`config.mk`:
```
export PLATFORM = sky130hd
export DESIGN_NAME = rgb565_run_delta_image_decoder_top
export DESIGN_NICKNAME = d
export VERILOG_FILES = /design/src/design/rgbrd_pkg.sv /design/src/design/rgb565_run_delta_image_decoder_top.sv
export SDC_FILE = /design/constraint.sdc
export NUM_CORES = 1
export LEC_CHECK = 0
export ABC_CLOCK_PERIOD_IN_PS = 7700
export BUFFER_PORTS_ARGS = -buffer_cell sky130_fd_sc_hd__buf_2
export CORE_MARGIN = 8
export CORE_UTILIZATION = 45
export CTS_CLUSTER_SIZE = 8
export DETAILED_ROUTE_END_ITERATION = 10
export GPL_ROUTABILITY_DRIVEN = 0
export PLACE_DENSITY = 0.66
export SLEW_MARGIN = 25
export SYNTH_ARGS = -nofsm -noshare
export SYNTH_HDL_FRONTEND = slang
export SYNTH_SLANG_ARGS = --single-unit
```
`constraint.sdc`:
```
create_clock -name clk -period 7.7 [get_ports clk]
set_input_delay 1.155 -clock clk [delete_from_list [all_inputs] [get_ports clk]]
set_output_delay 1.155 -clock clk [all_outputs]
set_load 0.03 [all_outputs]
```
`src/design/rgbrd_pkg.sv`:
```
// Package for the RGB565 run/delta image decoder: field widths, token and
// delta constants, and the delta bit scatter function. No dependencies.
package rgbrd_pkg;

  localparam int unsigned BYTE_W          = 8;
  localparam int unsigned COLOR_W         = 16;
  localparam int unsigned RUN_W           = 16;
  localparam int unsigned OUT_INDEX_W     = 24;
  localparam int unsigned PIX_CNT_W       = 24;
  localparam int unsigned PIXEL_INDEX_DEF = 24;

  localparam logic [BYTE_W-1:0]  TOKEN_LITERAL    = 8'h20;
  localparam logic [COLOR_W-1:0] DELTA_RED_MASK   = 16'h1800;
  localparam logic [COLOR_W-1:0] DELTA_GREEN_MASK = 16'h00e3;
  localparam logic [COLOR_W-1:0] DELTA_BLUE_MASK  = 16'h0003;
  localparam logic [PIX_CNT_W-1:0] PIX_CNT_RESET  = 24'd1;

  // Scatter a delta byte onto colour bits 0-1, 5-7 and 11-12.
  function automatic logic [COLOR_W-1:0] delta_word(input logic [BYTE_W-1:0] b);
    logic [COLOR_W-1:0] w;
    begin
      w = COLOR_W'(b);
      return ((w << 5) & DELTA_RED_MASK) | ((w << 3) & DELTA_GREEN_MASK)
           | (w & DELTA_BLUE_MASK);
    end
  endfunction

endpackage

```
`src/design/rgb565_run_delta_image_decoder_top.sv`:
```
// Top level of the RGB565 run/delta image decoder.
// Depends on rgbrd_pkg for widths, constants and the delta scatter function.
//
// Takes one compressed byte per cycle on the s_ side and gives at most one
// pixel run per byte on the m_ side. Every byte is parsed in the cycle it is
// accepted and its run, if any, lands in the output register on that edge, so
// the sustained rate is one byte per clock; the only stall is a full output
// register that the sink does not take. A byte with tuser set clears the
// decoder before it is parsed and starts a new image. pixel_count is written
// through cfg_*; the user must do so only while the decoder is idle, as the block
// does not enforce it. Runs are cut at that count and the run that reaches it
// carries tlast, after which bytes are dropped until the next tuser byte.
module rgb565_run_delta_image_decoder_top #(
  parameter int unsigned PIXEL_INDEX_BITS = rgbrd_pkg::PIXEL_INDEX_DEF
) (
  input  logic        clk,
  input  logic        rst,
  // configuration
  input  logic        cfg_valid,
  output logic        cfg_ready,
  input  logic [23:0] cfg_data,    // pixel_count
  // compressed input
  input  logic        s_tvalid,
  output logic        s_tready,
  input  logic [7:0]  s_tdata,     // data_byte
  input  logic        s_tuser,     // first_byte
  // pixel runs
  output logic        m_tvalid,
  input  logic        m_tready,
  output logic [55:0] m_tdata,     // pixel_color[15:0], run_length[31:16], start_index[55:32]
  output logic        m_tlast      // image_end
);

  localparam int unsigned CW = (PIXEL_INDEX_BITS > rgbrd_pkg::PIX_CNT_W) ?
                               PIXEL_INDEX_BITS : rgbrd_pkg::PIX_CNT_W;

  typedef enum logic [1:0] {
    PH_TOKEN   = 2'd0,
    PH_LIT_HI  = 2'd1,
    PH_CNT_HI  = 2'd2,
    PH_CNT_LO  = 2'd3
  } phase_t;

  // decoder state
  phase_t                             phase, phase_next;
  logic [rgbrd_pkg::BYTE_W-1:0]       held_low, held_low_next;
  logic [rgbrd_pkg::BYTE_W-1:0]       held_cnt_hi, held_cnt_hi_next;
  logic [rgbrd_pkg::COLOR_W-1:0]      ref_color, ref_color_next;
  logic [rgbrd_pkg::COLOR_W-1:0]      last_color, last_color_next;
  logic [PIXEL_INDEX_BITS-1:0]        emitted, emitted_next;
  logic                               finished, finished_next;
  logic [rgbrd_pkg::PIX_CNT_W-1:0]    pixel_count;

  // output register
  logic                               out_valid;
  logic [rgbrd_pkg::COLOR_W-1:0]      out_color;
  logic [rgbrd_pkg::RUN_W-1:0]        out_len;
  logic [rgbrd_pkg::OUT_INDEX_W-1:0]  out_start;
  logic                               out_end;

  // per-byte decode
  logic                               s_acc;
  phase_t                             cur_phase;
  logic [rgbrd_pkg::BYTE_W-1:0]       cur_low, cur_cnt_hi;
  logic [rgbrd_pkg::COLOR_W-1:0]      cur_ref, cur_last;
  logic [PIXEL_INDEX_BITS-1:0]        cur_emitted;
  logic                               cur_finished;
  logic                               emit;
  logic [rgbrd_pkg::COLOR_W-1:0]      run_color, lit_word;
  logic [rgbrd_pkg::RUN_W-1:0]        run_cnt, run_len;
  logic                               run_end;
  logic [CW-1:0]                      start_ext, total_ext, rem;

  assign s_acc     = s_tvalid && s_tready;
  assign s_tready  = !out_valid || m_tready;
  assign cfg_ready = 1'b1;

  assign m_tvalid = out_valid;
  assign m_tdata  = {out_start, out_len, out_color};
  assign m_tlast  = out_end;

  // first_byte clears the decoder before the byte is parsed
  always_comb begin
    if (s_tuser) begin
      cur_phase    = PH_TOKEN;
      cur_low      = '0;
      cur_cnt_hi   = '0;
      cur_ref      = '0;
      cur_last     = '0;
      cur_emitted  = '0;
      cur_finished = 1'b0;
    end else begin
      cur_phase    = phase;
      cur_low      = held_low;
      cur_cnt_hi   = held_cnt_hi;
      cur_ref      = ref_color;
      cur_last     = last_color;
      cur_emitted  = emitted;
      cur_finished = finished;
    end
  end

  // token parse
  always_comb begin
    phase_next       = cur_phase;
    held_low_next    = cur_low;
    held_cnt_hi_next = cur_cnt_hi;
    ref_color_next   = cur_ref;
    last_color_next  = cur_last;
    emit             = 1'b0;
    run_color        = cur_last;
    run_cnt          = rgbrd_pkg::RUN_W'(1);
    lit_word         = {s_tdata, cur_low};
    if (!cur_finished) begin
      unique case (cur_phase)
        PH_TOKEN: begin
          if ((s_tdata & rgbrd_pkg::TOKEN_LITERAL) != '0) begin
            held_low_next = s_tdata;
            phase_next    = PH_LIT_HI;
          end else begin
            last_color_next = cur_ref ^ rgbrd_pkg::delta_word(s_tdata);
            run_color       = last_color_next;
            emit            = 1'b1;
          end
        end
        PH_LIT_HI: begin
          if (lit_word != cur_ref) begin
            ref_color_next  = lit_word;
            last_color_next = lit_word;
            run_color       = lit_word;
            phase_next      = PH_TOKEN;
            emit            = 1'b1;
          end else begin
            phase_next = PH_CNT_HI;
          end
        end
        PH_CNT_HI: begin
          held_cnt_hi_next = s_tdata;
          phase_next       = PH_CNT_LO;
        end
        PH_CNT_LO: begin
          phase_next = PH_TOKEN;
          run_cnt    = {cur_cnt_hi, s_tdata};
          emit       = (run_cnt != '0);
        end
        default: phase_next = PH_TOKEN;
      endcase
    end
  end

  // cut the run at the image end
  always_comb begin
    start_ext = CW'(cur_emitted);
    total_ext = CW'(pixel_count);
    rem       = total_ext - start_ext;
    if (total_ext <= start_ext) begin
      run_len = rgbrd_pkg::RUN_W'(1);
      run_end = 1'b1;
    end else if (CW'(run_cnt) >= rem) begin
      run_len = rem[rgbrd_pkg::RUN_W-1:0];
      run_end = 1'b1;
    end else begin
      run_len = run_cnt;
      run_end = 1'b0;
    end
    emitted_next  = cur_emitted;
    finished_next = cur_finished;
    if (emit) begin
      emitted_next  = PIXEL_INDEX_BITS'(start_ext + CW'(run_len));
      finished_next = run_end;
    end
  end

  always_ff @(posedge clk) begin
    if (rst) begin
      phase       <= PH_TOKEN;
      held_low    <= '0;
      held_cnt_hi <= '0;
      ref_color   <= '0;
      last_color  <= '0;
      emitted     <= '0;
      finished    <= 1'b0;
      pixel_count <= rgbrd_pkg::PIX_CNT_RESET;
      out_valid   <= 1'b0;
    end else begin
      if (cfg_valid && cfg_ready) begin
        pixel_count <= cfg_data;
      end
      if (s_acc) begin
        phase       <= phase_next;
        held_low    <= held_low_next;
        held_cnt_hi <= held_cnt_hi_next;
        ref_color   <= ref_color_next;
        last_color  <= last_color_next;
        emitted     <= emitted_next;
        finished    <= finished_next;
      end
      if (s_acc && emit) begin
        out_valid <= 1'b1;
      end else if (m_tready) begin
        out_valid <= 1'b0;
      end
    end
  end

  // payload register, no reset
  always_ff @(posedge clk) begin
    if (s_acc && emit) begin
      out_color <= run_color;
      out_len   <= run_len;
      out_start <= start_ext[rgbrd_pkg::OUT_INDEX_W-1:0];
      out_end   <= run_end;
    end
  end

endmodule

```
==> results.toml, run 1 <==
[detailed_routing]
drc = 0
viasPerCell = 5.80
ant_nets = 0
vias = 7945
routed_wl_um = 25700
drt_iter0_markers = 724
wl_per_cell_um = 18.7
drt-pass1-iter-count = 7

[placed_design]
io_buffers = 96
hpwl_um = 19000

[sta]
tns_ns = 0
worst_pin_slew_ns = 0.943
rsz0062_at_grt = "no"
max_clock_freq_mhz = 141
relSlewSlack = 0.367
slew_viol_final = 0
setup_viol = 0
hold_violations = 0
finClkSkew_ns = 0.0212
period_minus_slack_ns = 7.07
fin_crit_sh = 0.918

[logic_synthesis]
synth-edff-count = 57
synth_flop_cell = "dfxtp_1"
synth_area_leaders = "dfxtp_1 22%, edfxtp_1 19%, ha_1 7.6%"
syn_area_um2 = 9220
yosys.area.top_type_share = 0.217
ys_seq_area_frac = 0.403
synthArstFlopShare = 0
synth_area_per_cell_um2 = 9.12
yosysTopAreaCell = "dfxtp_1"
yosysWarnings = 0
synth-seq-cells = 157
synthCells = 1011
synthesis.nets = 1107
netlist-cell-type-count = 85

[clock_network]
cts_tree = "built"
clk_pin_slew_ns = 0.07
clk_path_buf_depth = 2
post_cts_buffers = 0
worstSkewPairLatency_ns = 0.44
hold_buffers = 0
cts.htree.levels = 4
cts_buffers = 17
clock_sinks = 157
post_cts_resize_count = 0
cts_root_buf = "clkbuf_16"

[grt]
grt_pass1_vias = 7508
grt_max_degree = 81
grt_util_all_layers = 0.199
grt_overflow_total = 0
grt_pass1_wl_um = 40700
antenna_found_initial = 2

[power]
p_comb_frac = 0.178
switching_power_w = 0.000622
pwr_density_cell_nw_per_um2 = 197
leakage_nw = 4.60
max-vdd-ir-drop_mv = 0.159
intPower_w = 0.00144
clkPwrFrac = 0.379
seqPwrFrac = 0.443
switching_share = 0.302
p_total_w = 0.00206

[setup_path]
arrival_ns = 7.42
endpoint_kind = "flop"
timing.rr.start = "emitted[0]"
crit_top_cell = "ha_1"
critPathBufInv = 3
cp-start-kind = "input port"
cpPeakStageDelay_ns = 0.43
timing_worst_setup_path_type = "input port to flop"
path_delay_family = "compound AO/OA/AOI/OAI gates"
cp_slowest_cell = "fa_1"
worstPathMaxFanout = 3
cp.required_ns = 8.05
cp-startpoint = "s_tuser"

[cells_and_area]
drive_above_1_share = 0.160
fill_cells = 1862
n_antenna_cell = 0
area_delta_synth_final_pct = 13.3
nets = 1184

[status]
status = "complete, no violations"

[run]
cap_violations = 0

[floorplanning]
core_um2 = 20200
io_pins = 98
rows = 52
die_y_um = 159
die_w_um = 159
die_area_um2 = 25300
start_util = 0.457

[hold_path]
hp-class = "flop to flop"
holdCritStartpoint = "emitted[14]"
-- cell usage after synthesis, types with 3 or more instances --
cell type    n
clkbuf_1    32
buf_2        7
a21o_1      28
o21ai_1      7
a211oi_2     3
mux2i_1     39
inv_1       48
nand2_1    103
nor2_1     121
a211o_1     15
a211oi_1     3
o32ai_1      3
o211ai_1     8
and3_1       4
o21ai_0     28
nand4_1      9
ha_1        56
nor4_1       6
a21oi_1     49
a22oi_1     47
o21a_1       6
edfxtp_1    57
a22o_1      19
nor3_1      19
xor2_1      13
xnor2_1     31
buf_4        6
nor2b_1     13
dfxtp_1    100
nand3_1     16
and2_1      19
a31oi_1     12
nand2b_1    11
o31ai_1      5
or2_2        3
-- stage by stage --
| step | cells | area (µm²) | hold slack, ns | util | setup slack, ns |
|---|---|---|---|---|---|
| floorplan | 1011 | 9220 | 0.441 | - | 0.200 |
| global placement | 1339 | 9890 | 0.457 | 0.490 | 0.396 |
| global route | 1371 | 10400 | 0.496 | 0.518 | 0.0487 |
| finish | 1371 | 10400 | 0.477 | 0.518 | 0.632 |
| CTS | 1371 | 10400 | 0.476 | 0.518 | 0.700 |
| detailed placement | 1339 | 9900 | 0.462 | 0.491 | 0.266 |
-- flip-flops by register name (all words and copies together), names as in the netlist --
name         cells
emitted         24
out_start       24
pixel_count     24
last_color      16
out_color       16
out_len         16
ref_color       16
held_cnt_hi      8
held_low         8
phase            2
finished         1
m_tlast          1
m_tvalid         1
-- layer usage --
layer	up-vias	wire length, µm	track usage
met5	-	21	0
met2	334	10800	0.291
met1	3749	12200	0.275
li1	3816	-	-
met3	42	2130	0.0556
met4	4	512	0.0678
-- worst paths after layout --
check / slack (ns) / cells past startpoint / endpoint
worst max-delay path: 0.63 / 32 / emitted[22]
worst max register to register: 1.12 / 31 / emitted[22]
worst min-delay path: 0.48 / 2 / emitted[14]
worst min register to register: 0.48 / 2 / emitted[14]
-- worst register-to-register path: cells and delay by family (launching register included) --
family | cells | cell delay, ns
xor+xnor | 1 | 0.31
compound gates | 13 | 2.65
simple gates | 9 | 1.31
flops | 1 | 0.34
mux | 1 | 0.23
buf+inv | 2 | 0.12
fa+ha+maj | 5 | 1.54
-- cells by family after synthesis --
group           share of synthesized area
buf+inv                            0.0457
simple gates                        0.165
fa+ha+maj                          0.0804
mux                                0.0481
other cells                      0.000407
flops                               0.403
xor+xnor                           0.0418
compound gates                      0.216
-- power groups by stage --
stage / Sequential [W] / Clock (W) / Combinational, W
CTS: 0.000912 / 0.000792 / 0.000364
detailed placement: 0.000930 / 0 / 0.000362
global placement: 0.000930 / 0 / 0.000360
floorplan: 0.000961 / 0 / 0.000239
global route: 0.000916 / 0.000831 / 0.000400
finish: 0.000912 / 0.000782 / 0.000367
-- final cells by class --
cell class              instances  area [µm²]  share of cell area
clock inverters                14         111              0.0107
repair buffers                108         571              0.0546
inverters                      49         184              0.0176
multi-input cells             755        5100               0.488
flip-flops and latches        157        3710               0.355
clock buffers                  18         429              0.0411
well taps                     270         338              0.0323
-- cells in the final DEF, fill, tap and decap left out, drive strengths merged, types with 7 or more instances in the layout --
master / instances
nor2: 123
a21oi: 51
nor3: 19
buf: 108
a22o: 19
a211o: 15
clkbuf: 18
nor4: 7
xnor2: 31
nand2: 103
a22oi: 47
o211ai: 9
a21o: 28
edfxtp: 57
nand2b: 12
mux2i: 39
o21ai: 36
dfxtp: 100
ha: 56
nand4: 9
nand3: 16
inv: 52
nor2b: 13
xor2: 13
a31oi: 13
and2: 20
No activity file was read; power rests on OpenSTA's default activity.
==> run 2: changes to the inputs <==
--- a/config.mk
+++ b/config.mk
@@ -5,8 +5,9 @@
 export SDC_FILE = /design/constraint.sdc
 export NUM_CORES = 1
 export LEC_CHECK = 0
-export ABC_CLOCK_PERIOD_IN_PS = 7700
+export ABC_CLOCK_PERIOD_IN_PS = 5910
 export BUFFER_PORTS_ARGS = -buffer_cell sky130_fd_sc_hd__buf_2
+export CORE_ASPECT_RATIO = 1.4
 export CORE_MARGIN = 8
 export CORE_UTILIZATION = 45
 export CTS_CLUSTER_SIZE = 8
==> constraint.sdc (replaced) <==
create_clock -name clk -period 5.91 [get_ports clk]
set_input_delay 0.8865 -clock clk [delete_from_list [all_inputs] [get_ports clk]]
set_output_delay 0.8865 -clock clk [all_outputs]
set_load 0.03 [all_outputs]
==> results.toml, run 2 (synthesis results as in run 1) <==
[status]
status = "finished with violations"
violations = "negative setup slack"

[placed_design]
hpwl_um = 21100
io_buffers = 96

[floorplanning]
io_pins = 98
core_um2 = 20300
rows = 62
die_area_um2 = 25400
start_util = 0.453
die_w_um = 137
die_y_um = 185

[run]
cap_violations = 0

[detailed_routing]
ant_nets = 0
routed_wl_um = 28600
drt-pass1-iter-count = 7
drc = 0
viasPerCell = 5.63
drt_iter0_markers = 591
wl_per_cell_um = 18.6
vias = 8630

[sta]
finClkSkew_ns = 0.00970
setup_viol = 10
fin_crit_sh = 1.01
rsz0062_at_grt = "yes"
max_clock_freq_mhz = 167
worst_pin_slew_ns = 1.04
hold_violations = 0
slew_viol_final = 0
whs_ns = 0.476
fin_ws_ns = -0.0819
period_minus_slack_ns = 5.99
relSlewSlack = 0.302

[cells_and_area]
drive_above_1_share = 0.321
n_antenna_cell = 0
regArea_um2 = 3710
fill_cells = 1792
final_cell_mix = "181 x buf_4, 118 x nor2_1, 100 x nand2_1, 100 x dfxtp_1, 95 x buf_2"
area_delta_synth_final_pct = 33.9
reg_top3 = "emitted (24), out_start (24), pixel_count (24)"
multi_input_area_um2 = 5560
mostFrequentLayoutCell = "buf_4"
nets = 1361

[power]
max-vdd-ir-drop_mv = 0.198
p_total_w = 0.00286
leakage_nw = 5.59
pwr_density_cell_nw_per_um2 = 231

[setup_path]
cp.required_ns = 6.20
timing_worst_setup_path_type = "input port to flop"
cp-startpoint = "s_tuser"
arrival_ns = 6.28
crit_top_cell = "o211ai_1"
cpPeakStageDelay_ns = 0.37
timing.rr.start = "emitted[0]"
endpoint_kind = "flop"
worstPathMaxFanout = 5
cp_slowest_cell = "fa_2"
cp-start-kind = "input port"

[clock_network]
cts_root_buf = "clkbuf_16"
cts.htree.levels = 4
cts_tree = "built"
clk_path_buf_depth = 2
cts_buffers = 17
clock_sinks = 157
clk_pin_slew_ns = 0.07
worstSkewPairLatency_ns = 0.44
hold_buffers = 0

[grt]
antenna_found_initial = 0
grt_overflow_total = 0
grt_pass1_vias = 8641
grt_pass1_wl_um = 44400
grt_max_degree = 81
grt_util_all_layers = 0.225

[hold_path]
holdCritStartpoint = "emitted[14]"
hp-class = "flop to flop"
## run 2: changes by cell type in the layout (fill, tap and decap cells not counted), sizes merged
cell	before	now
buf	108	285
inv	52	54
clkinvlp	5	2
clkinv	6	5
clkbuf	18	20
## run 2: cell type report
cell class	count	area share
Multi-Input combinational cell	755	0.451
Sequential cell	157	0.301
Timing Repair Buffer	285	0.159
Clock buffer	20	0.0387
Tap cell	256	0.0259
Inverter	49	0.0170
Clock inverter	12	0.00780
## run 2: worst max-delay path: cells and delay by family
kind,cells,cell delay [ns]
xor+xnor,2,0.30
buf+inv,5,0.67
simple gates,8,1.08
mux,1,0.33
compound gates,13,1.92
fa+ha+maj,4,1.07
## run 2: final timing paths
kind	end	slack, ns	depth (start not counted)
worst max-delay path	emitted[23]	-0.08	33
worst min-delay path	emitted[14]	0.48	2
worst min register to register	emitted[14]	0.48	2
worst max register to register	emitted[23]	0.10	32
## run 2: per-layer routing
layer,vias up,track usage,wire [µm]
li1,4162,-,-
met1,4133,0.234,10800
met2,240,0.406,14900
met3,95,0.0383,1170
met4,0,0.146,1760
met5,-,0,0
## run 2: per-stage QoR
stage	TNS (ns)	instance area, µm²	std cells	util	setup slack, ns
floorplan	-2.83	9370	1011	-	-0.292
global placement	-8.79	11100	1474	0.547	-0.619
detailed placement	-10.99	11100	1474	0.547	-0.720
CTS	-0.315	11900	1517	0.586	-0.0981
global route	-3.51	12300	1534	0.607	-0.325
finish	-0.476	12300	1534	0.607	-0.0819
## run 2: what timing repair did
item | in CTS | in global routing
buffers inserted | 11 | 17
pin swaps | 25 | 39
resized for setup | 23 | 47
setup endpoints to repair | 17 | 19
## run 2: power by group
part	internal (W)	switching [W]	leakage (nW)	total (W)
combinational	0.000256	0.000345	3.96	0.000601
clock	0.000594	0.000473	0.283	0.00107
sequential	0.00116	0.0000242	1.35	0.00119
total	0.00201	0.000842	5.59	0.00286
==> run 3: changes to the inputs <==
--- a/config.mk
+++ b/config.mk
@@ -6,14 +6,14 @@
 export NUM_CORES = 1
 export LEC_CHECK = 0
 export ABC_CLOCK_PERIOD_IN_PS = 5910
-export BUFFER_PORTS_ARGS = -buffer_cell sky130_fd_sc_hd__buf_2
 export CORE_ASPECT_RATIO = 1.4
 export CORE_MARGIN = 8
 export CORE_UTILIZATION = 45
 export CTS_CLUSTER_SIZE = 8
 export DETAILED_ROUTE_END_ITERATION = 10
+export DONT_BUFFER_PORTS = 1
 export GPL_ROUTABILITY_DRIVEN = 0
-export PLACE_DENSITY = 0.66
+export REMOVE_ABC_BUFFERS = 1
 export SLEW_MARGIN = 25
 export SYNTH_ARGS = -nofsm -noshare
 export SYNTH_HDL_FRONTEND = slang
==> results.toml, run 3 (synthesis results as in run 1) <==
[setup_path]
r2r_slack_ns = 0.16
r2r_cells = 30
timing_worst_setup_path_type = "input port to flop"
crit_top_cell = "o211ai_1"
cp-start-kind = "input port"
timing.rr.start = "emitted[0]"
endpoint_kind = "flop"
cp.required_ns = 6.25
cpPeakStageDelay_ns = 0.40
arrival_ns = 6.15
cp-startpoint = "s_tuser"
worstPathMaxFanout = 24
cp_slowest_cell = "fa_2"
endpoint = "emitted[15]"
timing.rr.end = "emitted[15]"

[detailed_routing]
wl_per_cell_um = 19.0
vias = 8121
ant_nets = 0
drc = 0
viasPerCell = 5.66
routed_wl_um = 27200
drt-pass1-iter-count = 7
drt_iter0_markers = 577

[sta]
whs_ns = 0.468
fin_crit_sh = 0.984
setup_viol = 0
finClkSkew_ns = 0.0111
max_clock_freq_mhz = 172
hold_violations = 0
worst_pin_slew_ns = 0.891
relSlewSlack = 0.402
period_minus_slack_ns = 5.81
rsz0062_at_grt = "yes"
slew_viol_final = 0

[placed_design]
hpwl_um = 20100
dp_cells = 1391
io_buffers = 0

[cells_and_area]
final_cell_mix = "182 x buf_4, 118 x nor2_1, 100 x dfxtp_1"
mostFrequentLayoutCell = "buf_4"
nets = 1262
drive_above_1_share = 0.269
n_antenna_cell = 0
reg_top3 = "emitted (24), out_start (24), pixel_count (24)"
area_delta_synth_final_pct = 27.4
fin_cells = 1435

[hold_path]
hp-class = "flop to flop"

[clock_network]
cts_buffers = 17
clock_sinks = 157
cts.htree.levels = 4
clk_path_buf_depth = 2
cts_tree = "built"
clk_pin_slew_ns = 0.07
cts_root_buf = "clkbuf_16"
worstSkewPairLatency_ns = 0.45

[floorplanning]
die_area_um2 = 25400
die_y_um = 185
start_util = 0.453
core_um2 = 20300
die_w_um = 137
rows = 62
io_pins = 98

[grt]
grt_max_degree = 81
grt_overflow_total = 0
grt_pass1_wl_um = 42700
grt_pass1_vias = 8140
grt_util_all_layers = 0.215
antenna_found_initial = 0

[power]
pwr_density_cell_nw_per_um2 = 242
max-vdd-ir-drop_mv = 0.185
leakage_nw = 5.18

[status]
status = "complete, no violations"

[run]
cap_violations = 0
## run 3: cell count changes in the layout (fill, tap and decap cells not counted), moves of 4 or more
cell,previous run,this run
buf_2,95,0
inv_8,2,7
nand2_1,100,96
nand2_2,1,5
## run 3: power by group
| part | internal [W] | switching, W |
|---|---|---|
| logic | 0.000227 | 0.000267 |
| registers | 0.00117 | 0.0000706 |
| clock network | 0.000605 | 0.000511 |
## run 3: worst min-delay path by stage
| stage | startpoint | end | slack (ns) | cells after the start |
|---|---|---|---|---|
| CTS | emitted[11] | emitted[11] | 0.47 | 2 |
| finish | emitted[11] | emitted[11] | 0.47 | 2 |
| global placement | emitted[5] | emitted[5] | 0.45 | 1 |
| detailed placement | emitted[5] | emitted[5] | 0.46 | 1 |
| global route | rst | last_color[8] | 0.49 | 1 |
| floorplan | emitted[14] | emitted[14] | 0.44 | 2 |
## run 3: routing by layer
layer,global-route usage,share of wire,wire (µm)
met1,0.235,0.39,10700
met2,0.390,0.53,14300
met3,0.0437,0.044,1210
met4,0.0963,0.036,975
met5,0,0,0
## run 3: critical path: cells and delay by family
family          cells  cell delay, ns
mux                 1            0.32
simple gates        6            0.93
buf+inv             2            0.17
fa+ha+maj           4            1.13
xor+xnor            2            0.30
compound gates     15            2.42
## run 3: final cells by class
cell class | instances | area, µm²
Clock buffer | 17 | 425
Clock inverter | 15 | 166
Fill cell | 1809 | 8590
Inverter | 49 | 189
Multi-Input combinational cell | 755 | 5510
Sequential cell | 157 | 3710
Tap cell | 256 | 320
Timing Repair Buffer | 186 | 1420
## run 3: stage by stage
| step | setup TNS [ns] | cell area (µm²) | util | setup slack, ns | power (W) |
|---|---|---|---|---|---|
| after global routing | -1.70 | 11700 | 0.578 | -0.168 | 0.00297 |
| after CTS | 0 | 11300 | 0.556 | 0.00441 | 0.00285 |
| after floorplan | -14.99 | 8980 | - | -1.06 | 0.00153 |
| final | 0 | 11700 | 0.578 | 0.0969 | 0.00285 |
| after detailed placement | -12.62 | 10600 | 0.522 | -0.867 | 0.00172 |
| after global placement | -10.23 | 10600 | 0.522 | -0.690 | 0.00172 |
## run 3: repair_timing
action	CTS	global route
setup buffers	5	8
hold buffers	0	0
resized for setup	21	72
pin swaps	16	58
endpoints found under the setup margin	18	19
